### src/hdl/fba_pkg.sv
// Shared types and constants for the frame bitmap allocator.
// No dependencies; fba_req_if, fba_rsp_if and the core import this package.
`timescale 1ns / 1ps

package fba_pkg;

    localparam int REQ_W    = 2;
    localparam int FRAME_W  = 10;
    localparam int STATUS_W = 3;
    localparam int CFG_W    = 11;

    localparam logic [CFG_W-1:0] CFG_RESET = 11'd1024;

    typedef logic [REQ_W-1:0]    t_req_type;
    typedef logic [STATUS_W-1:0] t_status;

    localparam t_req_type REQ_ALLOC = 2'd0;
    localparam t_req_type REQ_FREE  = 2'd1;
    localparam t_req_type REQ_TEST  = 2'd2;

    localparam t_status ST_ALLOCATED = 3'd0;
    localparam t_status ST_MAPPED    = 3'd1;
    localparam t_status ST_NO_FRAME  = 3'd2;
    localparam t_status ST_FREED     = 3'd3;
    localparam t_status ST_NOTHING   = 3'd4;
    localparam t_status ST_TESTED    = 3'd5;

    typedef struct packed {
        t_status              status;
        logic [FRAME_W-1:0]   frame_out;
        logic                 bit_is_set;
        logic                 entry_present;
        logic                 entry_writable;
        logic                 entry_user;
    } t_rsp;

endpackage

### src/hdl/fba_req_if.sv
// Request channel: valid/ready handshake with the request payload.
// Depends on fba_pkg.
`timescale 1ns / 1ps

interface fba_req_if
    import fba_pkg::*;
();
    logic               valid;
    logic               ready;
    t_req_type          req_type;
    logic [FRAME_W-1:0] frame_index;
    logic               user_page;
    logic               writable_page;

    modport source (output valid, req_type, frame_index, user_page, writable_page,
                    input ready);
    modport sink   (input valid, req_type, frame_index, user_page, writable_page,
                    output ready);
endinterface

### src/hdl/fba_rsp_if.sv
// Result channel: valid/ready handshake with the result payload.
// Depends on fba_pkg.
`timescale 1ns / 1ps

interface fba_rsp_if
    import fba_pkg::*;
();
    logic               valid;
    logic               ready;
    t_status            status;
    logic [FRAME_W-1:0] frame_out;
    logic               bit_is_set;
    logic               entry_present;
    logic               entry_writable;
    logic               entry_user;

    modport source (output valid, status, frame_out, bit_is_set, entry_present,
                    entry_writable, entry_user, input ready);
    modport sink   (input valid, status, frame_out, bit_is_set, entry_present,
                    entry_writable, entry_user, output ready);
endinterface

### src/hdl/fba_ram.sv
// Generic simple dual-port RAM: one write port, one read port, registered read.
// No dependencies.
`timescale 1ns / 1ps

module fba_ram #(
    parameter int WIDTH = 32,
    parameter int DEPTH = 32
) (
    input  logic                i_clk,
    input  logic                i_we,
    input  logic [((DEPTH > 1) ? $clog2(DEPTH) : 1)-1:0] i_waddr,
    input  logic [WIDTH-1:0]    i_wdata,
    input  logic [((DEPTH > 1) ? $clog2(DEPTH) : 1)-1:0] i_raddr,
    output logic [WIDTH-1:0]    o_rdata
);

    logic [WIDTH-1:0] r_mem [DEPTH];

    always_ff @(posedge i_clk) begin
        if (i_we) begin
            r_mem[i_waddr] <= i_wdata;
        end
        o_rdata <= r_mem[i_raddr];
    end

endmodule

### src/hdl/frame_bitmap_allocator_core.sv
// Frame bitmap allocator, first fit: top level with the control sequencer.
// Depends on fba_pkg, fba_req_if, fba_rsp_if and fba_ram.
`timescale 1ns / 1ps
//
// Usage:
//   i_req  (sink): one request per transfer: allocate, free or test a frame.
//   o_rsp  (source): exactly one result per request, in request order.
//   i_cfg_we / i_cfg_wdata: write frame_count; write only while the block is idle.
//   The used bitmap sits in one RAM of WORD_BITS-wide words, with a registered read.
// Steps from request transfer to the result register:
//   already mapped, nothing to free, frame limit of zero, out-of-range index: straight on.
//   free and test of a frame in range: address, read, modify/write (the write for free only).
//   allocate: words scanned one word per cycle through the RAM read port, up to
//   WORD_COUNT words.
// One request is in work at a time; i_req.ready is high only between requests.
// A finished result waits in the output register while the next request is taken.
// Reset: a clearing pass writes zero to every word; i_req.ready stays low until it
//   ends. frame_count resets to 1024.
// When the receiver stalls, the result holds and the next result waits inside.

module frame_bitmap_allocator_core
    import fba_pkg::*;
#(
    parameter int NUM_FRAMES = 1024,
    parameter int WORD_BITS  = 32
) (
    input  logic             i_clk,
    input  logic             i_rst_n,
    input  logic             i_cfg_we,
    input  logic [CFG_W-1:0] i_cfg_wdata,
    fba_req_if.sink          i_req,
    fba_rsp_if.source        o_rsp
);

    localparam int WORD_COUNT = (NUM_FRAMES + WORD_BITS - 1) / WORD_BITS;
    localparam int AW         = (WORD_COUNT > 1) ? $clog2(WORD_COUNT) : 1;
    localparam int BW         = $clog2(WORD_BITS);
    localparam int CNT_W      = $clog2(NUM_FRAMES + 1);
    localparam int LW         = (CNT_W > CFG_W) ? CNT_W : CFG_W;
    localparam int DIV_SH     = 20;
    localparam int PW         = FRAME_W + DIV_SH;
    localparam int RECIP      = ((1 << DIV_SH) + WORD_BITS - 1) / WORD_BITS;

    localparam logic [AW-1:0] LAST_ADDR = AW'(WORD_COUNT - 1);
    localparam logic [LW-1:0] NUM_L     = LW'(NUM_FRAMES);
    localparam logic [LW-1:0] WB_L      = LW'(WORD_BITS);

    typedef enum logic [2:0] {
        S_CLEAR,
        S_IDLE,
        S_DIV,
        S_RD,
        S_RMW,
        S_SCAN,
        S_DONE
    } t_state;

    t_state             r_state;
    logic [CFG_W-1:0]   r_frame_count;
    logic [AW-1:0]      r_addr;
    logic [BW-1:0]      r_bit;
    logic [FRAME_W-1:0] r_fidx;
    logic [FRAME_W-1:0] r_q;
    logic [LW-1:0]      r_base;
    logic [LW-1:0]      r_remain;
    logic               r_free;
    logic               r_user;
    logic               r_wr;
    t_rsp               r_res;
    t_rsp               r_out;
    logic               r_out_valid;

    logic [LW-1:0]        w_limit;
    logic                 w_accept;
    logic                 w_out_room;
    logic [PW-1:0]        w_prod;
    logic [FRAME_W-1:0]   w_rem;
    logic                 w_idx_oob;
    logic [WORD_BITS-1:0] w_rdata;
    logic [WORD_BITS-1:0] w_bit_mask;
    logic [WORD_BITS-1:0] w_free_bits;
    logic [BW-1:0]        w_idx;
    logic                 w_found;
    logic                 w_last;
    logic [LW-1:0]        w_got;
    logic                 w_we;
    logic [AW-1:0]        w_waddr;
    logic [WORD_BITS-1:0] w_wdata;
    logic [AW-1:0]        w_raddr;

    fba_ram #(
        .WIDTH (WORD_BITS),
        .DEPTH (WORD_COUNT)
    ) u_bitmap (
        .i_clk   (i_clk),
        .i_we    (w_we),
        .i_waddr (w_waddr),
        .i_wdata (w_wdata),
        .i_raddr (w_raddr),
        .o_rdata (w_rdata)
    );

    assign w_limit    = (LW'(r_frame_count) > NUM_L) ? NUM_L : LW'(r_frame_count);
    assign w_accept   = i_req.valid && i_req.ready;
    assign w_out_room = !r_out_valid || o_rsp.ready;
    assign w_idx_oob  = LW'(i_req.frame_index) >= NUM_L;
    assign w_prod     = PW'(r_fidx) * PW'(RECIP);
    assign w_rem      = r_fidx - FRAME_W'(r_q * FRAME_W'(WORD_BITS));
    assign w_bit_mask = {{(WORD_BITS-1){1'b0}}, 1'b1} << r_bit;

    always_comb begin
        for (int b = 0; b < WORD_BITS; b++) begin
            w_free_bits[b] = !w_rdata[b] && (LW'(b) < r_remain);
        end
        w_idx = '0;
        for (int b = WORD_BITS - 1; b >= 0; b--) begin
            if (w_free_bits[b]) begin
                w_idx = BW'(b);
            end
        end
    end

    assign w_found = |w_free_bits;
    assign w_last  = (r_addr == LAST_ADDR) || (r_remain <= WB_L);
    assign w_got   = r_base + LW'(w_idx);

    always_comb begin
        w_we    = 1'b0;
        w_waddr = r_addr;
        w_wdata = '0;
        w_raddr = r_addr;
        case (r_state)
            S_CLEAR: begin
                w_we = 1'b1;
            end
            S_IDLE: begin
                w_raddr = '0;
            end
            S_RMW: begin
                w_we    = r_free;
                w_wdata = w_rdata & ~w_bit_mask;
            end
            S_SCAN: begin
                w_we    = w_found;
                w_wdata = w_rdata | ({{(WORD_BITS-1){1'b0}}, 1'b1} << w_idx);
                w_raddr = r_addr + AW'(1);
            end
            default: begin
            end
        endcase
    end

    always_ff @(posedge i_clk) begin
        if (!i_rst_n) begin
            r_state       <= S_CLEAR;
            r_addr        <= '0;
            r_frame_count <= CFG_RESET;
            r_out_valid   <= 1'b0;
        end else begin
            if (i_cfg_we) begin
                r_frame_count <= i_cfg_wdata;
            end
            if (r_out_valid && o_rsp.ready && (r_state != S_DONE)) begin
                r_out_valid <= 1'b0;
            end
            case (r_state)
                S_CLEAR: begin
                    if (r_addr == LAST_ADDR) begin
                        r_state <= S_IDLE;
                    end else begin
                        r_addr <= r_addr + AW'(1);
                    end
                end
                S_IDLE: begin
                    if (w_accept) begin
                        r_res.frame_out      <= '0;
                        r_res.bit_is_set     <= 1'b0;
                        r_res.entry_present  <= 1'b0;
                        r_res.entry_writable <= 1'b0;
                        r_res.entry_user     <= 1'b0;
                        r_fidx  <= i_req.frame_index;
                        r_user  <= i_req.user_page;
                        r_wr    <= i_req.writable_page;
                        r_free  <= (i_req.req_type == REQ_FREE);
                        if (i_req.req_type == REQ_ALLOC) begin
                            if (i_req.frame_index != '0) begin
                                r_res.status <= ST_MAPPED;
                                r_state      <= S_DONE;
                            end else if (w_limit == '0) begin
                                r_res.status <= ST_NO_FRAME;
                                r_state      <= S_DONE;
                            end else begin
                                r_addr   <= '0;
                                r_base   <= '0;
                                r_remain <= w_limit;
                                r_state  <= S_SCAN;
                            end
                        end else if (i_req.req_type == REQ_FREE) begin
                            if (i_req.frame_index == '0) begin
                                r_res.status <= ST_NOTHING;
                                r_state      <= S_DONE;
                            end else begin
                                r_res.status <= ST_FREED;
                                r_state      <= w_idx_oob ? S_DONE : S_DIV;
                            end
                        end else begin
                            r_res.status <= ST_TESTED;
                            r_state      <= w_idx_oob ? S_DONE : S_DIV;
                        end
                    end
                end
                S_DIV: begin
                    r_q     <= w_prod[PW-1:DIV_SH];
                    r_addr  <= AW'(w_prod[PW-1:DIV_SH]);
                    r_state <= S_RD;
                end
                S_RD: begin
                    r_bit   <= BW'(w_rem);
                    r_state <= S_RMW;
                end
                S_RMW: begin
                    r_res.bit_is_set <= !r_free && |(w_rdata & w_bit_mask);
                    r_state          <= S_DONE;
                end
                S_SCAN: begin
                    if (w_found) begin
                        r_res.status         <= ST_ALLOCATED;
                        r_res.frame_out      <= FRAME_W'(w_got);
                        r_res.entry_present  <= 1'b1;
                        r_res.entry_writable <= r_wr;
                        r_res.entry_user     <= r_user;
                        r_state              <= S_DONE;
                    end else if (w_last) begin
                        r_res.status <= ST_NO_FRAME;
                        r_state      <= S_DONE;
                    end else begin
                        r_addr   <= r_addr + AW'(1);
                        r_base   <= r_base + WB_L;
                        r_remain <= r_remain - WB_L;
                    end
                end
                S_DONE: begin
                    if (w_out_room) begin
                        r_out       <= r_res;
                        r_out_valid <= 1'b1;
                        r_state     <= S_IDLE;
                    end
                end
                default: begin
                    r_state <= S_IDLE;
                end
            endcase
        end
    end

    assign i_req.ready          = (r_state == S_IDLE);
    assign o_rsp.valid          = r_out_valid;
    assign o_rsp.status         = r_out.status;
    assign o_rsp.frame_out      = r_out.frame_out;
    assign o_rsp.bit_is_set     = r_out.bit_is_set;
    assign o_rsp.entry_present  = r_out.entry_present;
    assign o_rsp.entry_writable = r_out.entry_writable;
    assign o_rsp.entry_user     = r_out.entry_user;

    a_accept_drops_ready: assert property (@(posedge i_clk) disable iff (!i_rst_n)
        w_accept |=> !i_req.ready)
        else $error("request taken while a request is in work");

    a_scan_has_frames: assert property (@(posedge i_clk) disable iff (!i_rst_n)
        (r_state == S_SCAN) |-> (r_remain != '0))
        else $error("scan running past the frame limit");

    a_scan_addr_range: assert property (@(posedge i_clk) disable iff (!i_rst_n)
        (r_state == S_SCAN) |-> (r_addr <= LAST_ADDR))
        else $error("scan address beyond the bitmap");

    a_present_only_alloc: assert property (@(posedge i_clk) disable iff (!i_rst_n)
        (r_out_valid && (r_out.status != ST_ALLOCATED)) |-> !r_out.entry_present)
        else $error("entry present without an allocation");

endmodule

### src/flat_wrapper.sv
// flat-port wrapper written by rule: the top's interface ports become plain ports
module frame_bitmap_allocator_core_flat import fba_pkg::*;
#(
    parameter int NUM_FRAMES = 1024,
    parameter int WORD_BITS  = 32
)
  (i_clk, i_rst_n, i_cfg_we, i_cfg_wdata, i_req_valid, i_req_req_type, i_req_frame_index, i_req_user_page, i_req_writable_page, i_req_ready, o_rsp_valid, o_rsp_status, o_rsp_frame_out, o_rsp_bit_is_set, o_rsp_entry_present, o_rsp_entry_writable, o_rsp_entry_user, o_rsp_ready);
  fba_req_if i_req_i ();
  fba_rsp_if o_rsp_i ();
  input  logic i_clk;
  input  logic i_rst_n;
  input  logic i_cfg_we;
  input  logic [CFG_W-1:0] i_cfg_wdata;
  input wire logic [$bits(i_req_i.valid)-1:0] i_req_valid;
  input wire logic [$bits(i_req_i.req_type)-1:0] i_req_req_type;
  input wire logic [$bits(i_req_i.frame_index)-1:0] i_req_frame_index;
  input wire logic [$bits(i_req_i.user_page)-1:0] i_req_user_page;
  input wire logic [$bits(i_req_i.writable_page)-1:0] i_req_writable_page;
  output wire logic [$bits(i_req_i.ready)-1:0] i_req_ready;
  output wire logic [$bits(o_rsp_i.valid)-1:0] o_rsp_valid;
  output wire logic [$bits(o_rsp_i.status)-1:0] o_rsp_status;
  output wire logic [$bits(o_rsp_i.frame_out)-1:0] o_rsp_frame_out;
  output wire logic [$bits(o_rsp_i.bit_is_set)-1:0] o_rsp_bit_is_set;
  output wire logic [$bits(o_rsp_i.entry_present)-1:0] o_rsp_entry_present;
  output wire logic [$bits(o_rsp_i.entry_writable)-1:0] o_rsp_entry_writable;
  output wire logic [$bits(o_rsp_i.entry_user)-1:0] o_rsp_entry_user;
  input wire logic [$bits(o_rsp_i.ready)-1:0] o_rsp_ready;
  assign i_req_i.valid = i_req_valid;
  assign i_req_i.req_type = i_req_req_type;
  assign i_req_i.frame_index = i_req_frame_index;
  assign i_req_i.user_page = i_req_user_page;
  assign i_req_i.writable_page = i_req_writable_page;
  assign i_req_ready = i_req_i.ready;
  assign o_rsp_valid = o_rsp_i.valid;
  assign o_rsp_status = o_rsp_i.status;
  assign o_rsp_frame_out = o_rsp_i.frame_out;
  assign o_rsp_bit_is_set = o_rsp_i.bit_is_set;
  assign o_rsp_entry_present = o_rsp_i.entry_present;
  assign o_rsp_entry_writable = o_rsp_i.entry_writable;
  assign o_rsp_entry_user = o_rsp_i.entry_user;
  assign o_rsp_i.ready = o_rsp_ready;
  frame_bitmap_allocator_core #(.NUM_FRAMES(NUM_FRAMES), .WORD_BITS(WORD_BITS)) u_core (.i_clk(i_clk), .i_rst_n(i_rst_n), .i_cfg_we(i_cfg_we), .i_cfg_wdata(i_cfg_wdata), .i_req(i_req_i), .o_rsp(o_rsp_i));
endmodule
### config.mk
export PLATFORM = sky130hd
export DESIGN_NAME = frame_bitmap_allocator_core_flat
export DESIGN_NICKNAME = d
export VERILOG_FILES = /design/src/hdl/fba_pkg.sv /design/src/hdl/fba_req_if.sv /design/src/hdl/fba_rsp_if.sv /design/src/hdl/fba_ram.sv /design/src/hdl/frame_bitmap_allocator_core.sv /design/src/flat_wrapper.sv
export SDC_FILE = /design/constraint.sdc
export NUM_CORES = 2
export LEC_CHECK = 0
export ABC_AREA = 1
export BUFFER_PORTS_ARGS = -buffer_cell sky130_fd_sc_hd__buf_2
export CORE_UTILIZATION = 65
export CTS_BUF_LIST = sky130_fd_sc_hd__clkbuf_8
export DETAILED_ROUTE_END_ITERATION = 6
export GPL_TIMING_DRIVEN = 1
export PLACE_DENSITY = 0.82
export SYNTH_ARGS = -nofsm -noshare
export SYNTH_HDL_FRONTEND = slang
export SYNTH_SLANG_ARGS = --single-unit
### constraint.sdc
create_clock -name i_clk -period 7.55 [get_ports i_clk]
set_input_delay 1.51 -clock i_clk [delete_from_list [all_inputs] [get_ports i_clk]]
set_output_delay 1.51 -clock i_clk [all_outputs]
set_load 0.005 [all_outputs]
==> flow_summary.toml <==
[outcome]
outcome = "complete, but fails checks"
violations = "DRC"

[synth]
synth_fp_nets = 3576
ys_seq_area_share_pct = 73.68
synthFlopType = "edfxtp_1"
ys_async_sr_fraction_pct = 0
netlist_top_cells_area = "edfxtp_1 71%, o21ai_0 6.1%, nor2_1 5.2%, o221ai_1 4.0%, dfxtp_1 2.3%"
synth_warnings = 0
synth_cell_types = 50
yosys-top-cells-count = "1,092 x edfxtp_1, 640 x nor2_1, 560 x o21ai_0, 212 x clkbuf_1, 209 x o221ai_1"
avgSynthCellArea_um2 = 12.98
synth_edf_count = 1092
synth_area_mm2 = 0.04592
syn_inst = 3537
synth_top_area_share_pct = 71.41
ys_seq_elements = 1144
yosysTopAreaCell = "edfxtp_1"
synth_most_common_cell = "edfxtp_1"

[cts]
clk_pin_slew_ns = 0.06
clock_latency_ns = 0.83
htreeDepth = 4
cts_setup_buffers = 0
clk_path_buf_depth = 3
cts_buffers = 169
cts.hold.buffers_added = 0
cts_tree = "yes"
cts_root_buffer = "clkbuf_8"
cts_num_sinks = 1144
cts-resized-gates = 0

[sta]
fin_crit_ns = 5.071
period_share_pct = 67.17
hold_ws_ns = 0.4099
rsz0062_at_grt = "false"
slew-limit-headroom_pct = 8.851
setup_viol = 0
tightest_slew_ns = 1.367
hold_viol = 0
finalClockSkew_ns = 0.04387
fmax_ghz = 0.1972
slew_viol_final = 0
fin_tns_setup_ns = 0

[hold_path]
min_from = "u_core.r_res[7]"
min_path_type = "flip-flop to flip-flop"
hold_end = "u_core.o_rsp.frame_out[3]"
min_path_cells = 0

[global_route]
use_met3_pct = 9.942
top_usage_layer = "met2"
met1_usage_pct = 48.66
grt.total_usage_pct = 36.00
grt_first_pass_wirelength_um = 185700
overflow = 0
grt_antenna_before_repair = 3
grt_start_max_net_pins = 192
grt_pass1_vias = 29750
met2_usage_pct = 53.25

[die]
rows = 97
fp.dieArea_mm2 = 0.07171
start_util_pct = 65.69
io_pins = 49
die_w_um = 267.8
core_mm2 = 0.06991
die_h_um = 267.8

[routing]
vias = 32110
ant_nets = 0
route.detailed.wl_per_inst_um = 27.84
drt_first_iter_violations = 5509
drt_pass1_iterations = 7
drc_errors = 4
viasPerCell = 6.888
drt_wl_total_um = 129800

[critical_path]
cp_max_fo = 32
path_class = "flip-flop to flip-flop"
worstPathArrival_ns = 5.48
r2r-start = "u_core.r_remain[5]"
end_kind = "flip-flop"
reg2regPathDepth = 18
rrSetupSlack_ns = 2.48
worstSetupStartpointType = "flip-flop"
r2r_end = "u_core.u_bitmap.r_mem[6][28]"
worstPathRequired_ns = 7.96

[cells_and_area]
drive_above_1_share_pct = 11.48
fin_util_pct = 72.44
final_cells = 4662
design_area_mm2 = 0.05064
num-nets-final = 3619
nFillCells = 4350
area_growth_syn_to_layout_pct = 10.28

[placed_design]
placed_cells = 4349
port_buffers = 48
dp_hpwl_um = 65540
routabilityCongestion = 1.045
dpl_cell_area_mm2 = 0.04736

[power]
leakagePower_nw = 16.93
ir_drop_mv = 0.5333
cellPowerDensity_mw_per_mm2 = 379.6

[flow_run]
maxCapViolCount = 0
-- worst max-delay path: stages, from the launching register on --
cell and delay (ns):
edfxtp_1 0.42, inv_1 0.12, ha_1 0.20, nand3_4 0.17, nor2_4 0.24, inv_2 0.12, nor2_2 0.24, nand2_1 0.12
nand2_2 0.18, nand2_1 0.07, nor2_1 0.16, nand2_1 0.10, nor2_1 0.20, inv_1 0.06, nor2_1 0.25, inv_2 0.20
nor2_4 0.48, nand4_1 0.19, a21oi_2 1.09
-- power breakdown --
part	switching (W)	internal, W
Sequential	0.000290	0.00804
Clock	0.00235	0.00247
Combinational	0.00453	0.00154
Total	0.00717	0.0120
-- registers in the layout (all words and copies together), names as in the netlist --
signal	count
u_core.r_bit	5
u_core.o_rsp.frame_out	10
u_core.r_addr	5
u_core.r_wr	1
u_core.o_rsp.valid	1
u_core.o_rsp.bit_is_set	1
u_core.u_bitmap.o_rdata	32
u_core.o_rsp.entry_writable	1
u_core.o_rsp.entry_user	1
u_core.r_res	17
u_core.o_rsp.entry_present	1
u_core.o_rsp.status	3
u_core.r_remain	11
u_core.r_frame_count	11
u_core.r_state	3
u_core.u_bitmap.r_mem	1024
u_core.r_fidx	10
u_core.r_free	1
u_core.r_user	1
u_core.r_base	5
-- kinds of logic (layout without fill, tap and decap cells) --
logic type	count (synthesis)	after routing	share of synthesized area, %
DFF	1144	1144	73.68
AOI/OAI and AO/OA	1015	1015	13.89
and+or+nand+nor	1007	1007	9.133
buffers and inverters	358	542	2.984
adders and majority gates	9	9	0.2452
xor gates and xnor gates	4	4	0.07631
other	0	1	0
-- how the worst max path moves through the flow --
stage / from / end
2_1_floorplan: u_core.r_remain[5] / u_core.u_bitmap.r_mem[0][28]
3_5_place_dp: u_core.r_remain[5] / u_core.u_bitmap.r_mem[14][28]
4_1_cts: u_core.r_state[0] / i_req_ready
5_1_grt: u_core.r_remain[5] / u_core.u_bitmap.r_mem[19][28]
6_report: u_core.r_remain[5] / u_core.u_bitmap.r_mem[6][28]
3_3_place_gp: u_core.r_state[0] / u_core.u_bitmap.r_mem[0][12]
-- cells in the final DEF, fill, tap and decap left out, types with 3 or more instances in the layout --
master / count
a211oi_1: 3
nand2_2: 5
a21oi_2: 12
ha_1: 9
nand3_1: 109
nor2_4: 38
clkbuf_8: 187
a31oi_1: 43
inv_1: 162
buf_12: 8
nand4_1: 25
nor2_1: 608
inv_8: 7
inv_2: 8
bufinv_16: 5
nor2_2: 7
edfxtp_1: 1092
dfxtp_1: 52
o221ai_1: 209
a21oi_1: 20
clkinv_1: 31
o21bai_1: 7
o211ai_1: 32
o22ai_1: 57
a311oi_1: 35
o22ai_4: 3
o21ai_0: 559
nor3_1: 14
o211a_1: 21
and3_1: 12
nand2_1: 172
buf_2: 48
clkinv_2: 24
buf_4: 56
nor4_1: 6
-- metal layers --
metal  vias up  share of wire, %  wire (um)
met5         -             0.019         25
met4         4               6.0       7728
met3       549                15      19050
met2      2736                45      57810
met1     15300                35      45190
li1      13530                 -          -
-- cell type report --
| class | count | area, um2 | area share, % |
|---|---|---|---|
| well taps | 940 | 1176 | 2.322 |
| inverters | 118 | 457.9 | 0.9043 |
| flip-flops and latches | 1144 | 33830 | 66.81 |
| clock buffers | 187 | 2574 | 5.082 |
| multi-input cells | 2035 | 11070 | 21.86 |
| clock inverters | 125 | 709.4 | 1.401 |
| repair buffers | 112 | 820.8 | 1.621 |
| diodes | 1 | 2.502 | 0.004941 |
-- metrics by stage --
step / setup slack [ns] / total power, W
2_1_floorplan: 3.574 / 0.01216
3_3_place_gp: 2.683 / 0.01405
4_1_cts: 2.483 / 0.01900
3_5_place_dp: 2.675 / 0.01426
5_1_grt: 2.147 / 0.01991
6_report: 2.479 / 0.01922
Power figures use the tool's default switching activity.
